--- src/rtl/rlrf_pkg.sv ---
package rlrf_pkg;

  localparam int OP_W  = 2;
  localparam int RUN_W = 20;
  localparam int SEC_W = 16;

  localparam int MAX_RANGES_DEF = 256;

  localparam logic [OP_W-1:0] OP_INSERT = 2'd0;
  localparam logic [OP_W-1:0] OP_QUERY  = 2'd1;
  localparam logic [OP_W-1:0] OP_CLEAR  = 2'd2;

  // One stored range.
  typedef struct packed {
    logic [RUN_W-1:0] run;
    logic [SEC_W-1:0] low;
    logic [SEC_W-1:0] high;
  } entry_t;

  // Sequencer controls for the compare unit.
  typedef struct packed {
    logic start;   // clear the match flags
    logic cmp_en;  // fold the current table word into the flags
  } match_ctl_t;

endpackage

--- src/rtl/rlrf_match.sv ---
module rlrf_match (
  input  logic                          clk,
  input  logic                          rst_n,
  input  rlrf_pkg::match_ctl_t          ctl,
  input  rlrf_pkg::entry_t              entry,
  input  logic [rlrf_pkg::RUN_W-1:0]    run,
  input  logic [rlrf_pkg::SEC_W-1:0]    sec,
  output logic                          known,
  output logic                          good
);

  logic known_r, known_nxt;
  logic good_r, good_nxt;
  logic run_hit;
  logic sec_hit;

  assign run_hit = (entry.run == run);
  assign sec_hit = (entry.low <= sec) && (sec <= entry.high);

  always_comb begin
    known_nxt = known_r;
    good_nxt  = good_r;
    if (ctl.start) begin
      known_nxt = 1'b0;
      good_nxt  = 1'b0;
    end else if (ctl.cmp_en && run_hit) begin
      known_nxt = 1'b1;
      good_nxt  = good_r | sec_hit;
    end
  end

  always_ff @(posedge clk) begin
    if (!rst_n) begin
      known_r <= 1'b0;
      good_r  <= 1'b0;
    end else begin
      known_r <= known_nxt;
      good_r  <= good_nxt;
    end
  end

  assign known = known_r;
  assign good  = good_r;

endmodule

--- config.mk ---
export PLATFORM = sky130hd
export DESIGN_NAME = rlrf_match
export DESIGN_NICKNAME = d
export VERILOG_FILES = /design/src/rtl/rlrf_pkg.sv /design/src/rtl/rlrf_match.sv
export SDC_FILE = /design/constraint.sdc
export NUM_CORES = 1
export LEC_CHECK = 0
export BUFFER_PORTS_ARGS = -buffer_cell sky130_fd_sc_hd__buf_4
export CAP_MARGIN = 20
export CORE_ASPECT_RATIO = 1.75
export CORE_UTILIZATION = 39
export DETAILED_ROUTE_END_ITERATION = 16
export PLACE_DENSITY = 0.92
export SETUP_SLACK_MARGIN = 0.4
export SLEW_MARGIN = 20
export SYNTH_ARGS = -nofsm -noshare
export SYNTH_HDL_FRONTEND = slang
export SYNTH_SLANG_ARGS = --single-unit
--- constraint.sdc ---
create_clock -name clk -period 2.2 [get_ports clk]
set_input_delay 0.44 -clock clk [delete_from_list [all_inputs] [get_ports clk]]
set_output_delay 0.44 -clock clk [all_outputs]
set_load 0.03 [all_outputs]
# Word-level counts from Yosys, hierarchy flattened
# Cells that the tools add are included.
[totals]
register_bits = 2
input_bits = 92
word_cells = 10
[op_classes]
order_cmp = 2
n_eq_ne = 1
bitwise = 2
n_reduce_logical = 3
[op_table]
columns = ["op", "count"]
rows = [
  ["$le 16x16->1", 2],
  ["$eq 20x20->1", 1],
  ["$logic_and 1x1->1", 2],
  ["$reduce_or 2->1", 1],
  ["$not 1->1", 1],
  ["$or 1x1->1", 1],
]

# Logic depth before layout (Yosys ltp)
[logic_depth]
depth_word = 3
ltp_mapped = 8
mapped_depth_nobuf = 8

# Least setup slack after synthesis
# Ideal clock, no wire load.
[synth_path]
path_kind = "input to register"
from = "input port sec[1] in the netlist's numbering"
to = "register good_r, in the netlist good"
setup_time_ns = 0.122
arrival_time_ns = 1.612
required_time_ns = 2.078
path_slack_ns = 0.466
path_stages = 7
path_buffers = 0
path_cell_list = "inv_1 -> ha_1 -> nor2b_1 -> o211ai_1 -> a2111oi_2 -> nor4_1 -> o311a_1"
[synth_between]
elab_chain_cells = 3
elab_cells_between_ends = 4
cone_classes = "order compare (2); bitwise (1); reduce/logical (1)"
[synth_lines]
columns = ["element", "line", "text"]
rows = [
  ["from (decl)", "rlrf_match.sv:7", "input logic [rlrf_pkg::SEC_W-1:0] sec,"],
  ["$le 16x16->1", "rlrf_match.sv:18", "assign sec_hit = (entry.low <= sec) && (sec <= entry.high);"],
  ["$logic_and 1x1->1 (*)", "rlrf_match.sv:18", ""],
  ["$or 1x1->1 (*)", "rlrf_match.sv:28", "good_nxt = good_r | sec_hit;"],
  ["to (signal assigned)", "rlrf_match.sv:38", "good_r <= good_nxt;"],
  ["to (decl)", "rlrf_match.sv:13", "logic good_r, good_nxt;"],
]
# Mark *: on every way between the ends. The rest lies on a longest branch, timed or not.
# A chain may end at the register's enable or synchronous reset.

# Worst setup path in the final report
[layout_path]
from = "input port sec[7] in the netlist's numbering"
to = "register good_r, in the netlist good"
# The elaborated chain is that of the path after synthesis.

==> flow_summary.ini <==
[pwr]
power_w = 0.000483
p_leak_nw = 1.06
power_density_mw_per_mm2 = 258
max-vdd-ir-drop_v = 0.000516

[global_routing]
gr-usage-all-layers_pct = 21.9
antenna_found_initial = 0
grt_pass1_wl_um = 5180
grt_overflow = 0
grt_max_degree = 5
grt_pass1_vias = 1426

[route]
drt-initial-drc-count = 20
wl_per_cell_um = 11.6
dr.pass1.iters = 5
drt-total-wl_um = 3150
routed-via-count = 1405
via_per_inst = 5.18
drc_errors = 0
drtAntennaViolNets = 0

[layout]
fillers = 220
multi_input_area_um2 = 931
postLayoutCellArea_mm2 = 0.00188
antenna_cells = 0
finalNonFillerCells = 271
layout.nets = 370
drive_gt1_share_pct = 40.2
final-seq-area_um2 = 40.0
area_growth_syn_to_layout_pct = 71.1

[setup_path]
crit_path_end = good
critPathMaxFanout = 3
rr_endpoint = good
regToRegSetupSlack_ps = 1400
crit_type = primary input to flop
cp_slowest_cell = a2111oi_2
startpoint = sec[7]
rr_worst_depth = 1
end_kind = flop
cp.arrival_ps = 1810
required_ps = 2290
critical-path-max-stage-delay_ps = 370
start_kind = primary input
reg2reg_from = good
cp_cell_sequence = buf_4, inv_1, ha_1, nand4_1, a2111oi_2, nor4_1, o311a_1

[floorplan]
dieArea_mm2 = 0.00303
core.rowCount = 25
die_y_um = 72.1
ios = 94
coreArea_mm2 = 0.00269
die_w_um = 42.1
start_util_pct = 40.7

[job]
max_cap_viol_count = 0

[synth]
synth-edff-count = 0
synth.most_common_cell = inv_1
synthTopCellsByCount = 35 x inv_1, 32 x ha_1, 16 x xnor2_1
synthCells = 148
yosysUniqueCellTypes = 23
ys_dominant_reg_cell = dfxtp_1
synthesis.area_mm2 = 0.00110
syn_nets = 272
synth_area_leaders = ha_1 37%, xnor2_1 13%, inv_1 12%
yosys.area.top_type = ha_1
yosysWarnings = 0
netlist.area_leader.share_pct = 36.5
async_flop_share_pct = 0
syn_area_per_cell_um2 = 7.41
synth_seq_area_share_pct = 3.65
ys_ff_latch = 2

[clock_tree]
root_buffer = clkbuf_8
cts_max_path_buffers = 2
numCtsBuffers = 3
clk_latency_ps = 210
cts_htree_levels = 1
cts_sinks = 2
post_cts.repair.setup_buffers = 0
cts_hold_buffers = 0
cts.clk_slew.worst_paths_ps = 30
cts_tree = done

[sta]
rsz0062_at_grt = false
setup_viol = 0
tightest_slew_ps = 277
clock_skew_ps = 0
clock.fmax_mhz = 584
tns_ps = 0
maxSlewHeadroom_pct = 81.3
slew_violations = 0
setup_slack_ps = 486
layout_min_cycle_time_ps = 1710
hold_viol_final = 0
fin_crit_sh_pct = 77.9

[place]
place.gp.congestion = 0.809
port_buffers = 93
dp_slack_ps = 287
dp_hpwl_um = 3000
dp.cells = 268
placed_cell_area_mm2 = 0.00183

[outcome]
status = completed

[hold_path]
min_path_type = flop to flop
==> worst min path at each step <==
stage | slack [ps] | cells after the start | to | from
after floorplan | 570 | 2 | known | known
after global placement | 440 | 2 | known | known
after detailed placement | 440 | 2 | known | known
after CTS | 440 | 2 | known | known
after global routing | 460 | 2 | known | known
final | 440 | 2 | known | known
==> sequential cells by signal (all words and copies together), names as in the netlist <==
signal	count
known	1
good	1
==> metal layers <==
layer	up-vias	part of all wire [%]	GRT usage, %
met2	80	60	49.8
met5	-	0	0
met1	609	29	16.3
met3	4	9.7	5.47
met4	0	1.2	5.90
li1	712	-	-
==> logic make-up after synthesis <==
kind of cell             synth area share [%]
XOR/XNOR                                 16.0
adder cells (fa/ha/maj)                  36.5
flip-flops                               3.65
AND/OR/NAND/NOR                          16.7
buffers and inverters                    12.0
AO/OA/AOI/OAI                            15.2
==> report_power, final <==
group	switching, W	internal [W]
sequential	0.0000000000106	0.0000366
combinational	0.000118	0.000184
clock	0.0000288	0.000116
==> layout by cell type (no fill, tap or decap), types with 2 or more instances in the layout <==
cell and instances:
a21oi_1 14, and4_1 2, buf_4 93, clkbuf_8 3, dfxtp_1 2, ha_1 32
inv_1 35, nand2_1 6, nand3_1 4, nand4_1 10, nor2_1 3, nor2b_1 2
nor4_1 4, o211ai_1 2, o21ai_0 2, xnor2_1 16, xor2_1 4
==> final cells by class <==
cell class / instances / area share, %
inverter: 35 / 7.00
multi-input combinational: 111 / 49.6
clock buffer: 3 / 2.20
timing repair buffer: 93 / 37.2
sequential: 2 / 2.13
tap: 27 / 1.80
==> critical path: cells and delay by family <==
kind | cells | cell delay [ps]
AOI/OAI and AO/OA | 2 | 700
buffers and inverters | 2 | 130
adders and majority gates | 1 | 300
and+or+nand+nor | 2 | 240
==> through the flow <==
stage,util [%],hold WS [ps]
after floorplan,-,569
after global placement,68.0,435
after detailed placement,68.0,437
after CTS,69.5,441
after global routing,69.7,464
final,69.7,440
==> timing repair <==
action                                  4_1_cts  5_1_grt
gates resized for setup                       0        2
endpoints found under the setup margin        0        1
hold endpoints to repair                      0        0
No activity file was read; power rests on OpenSTA's default activity.
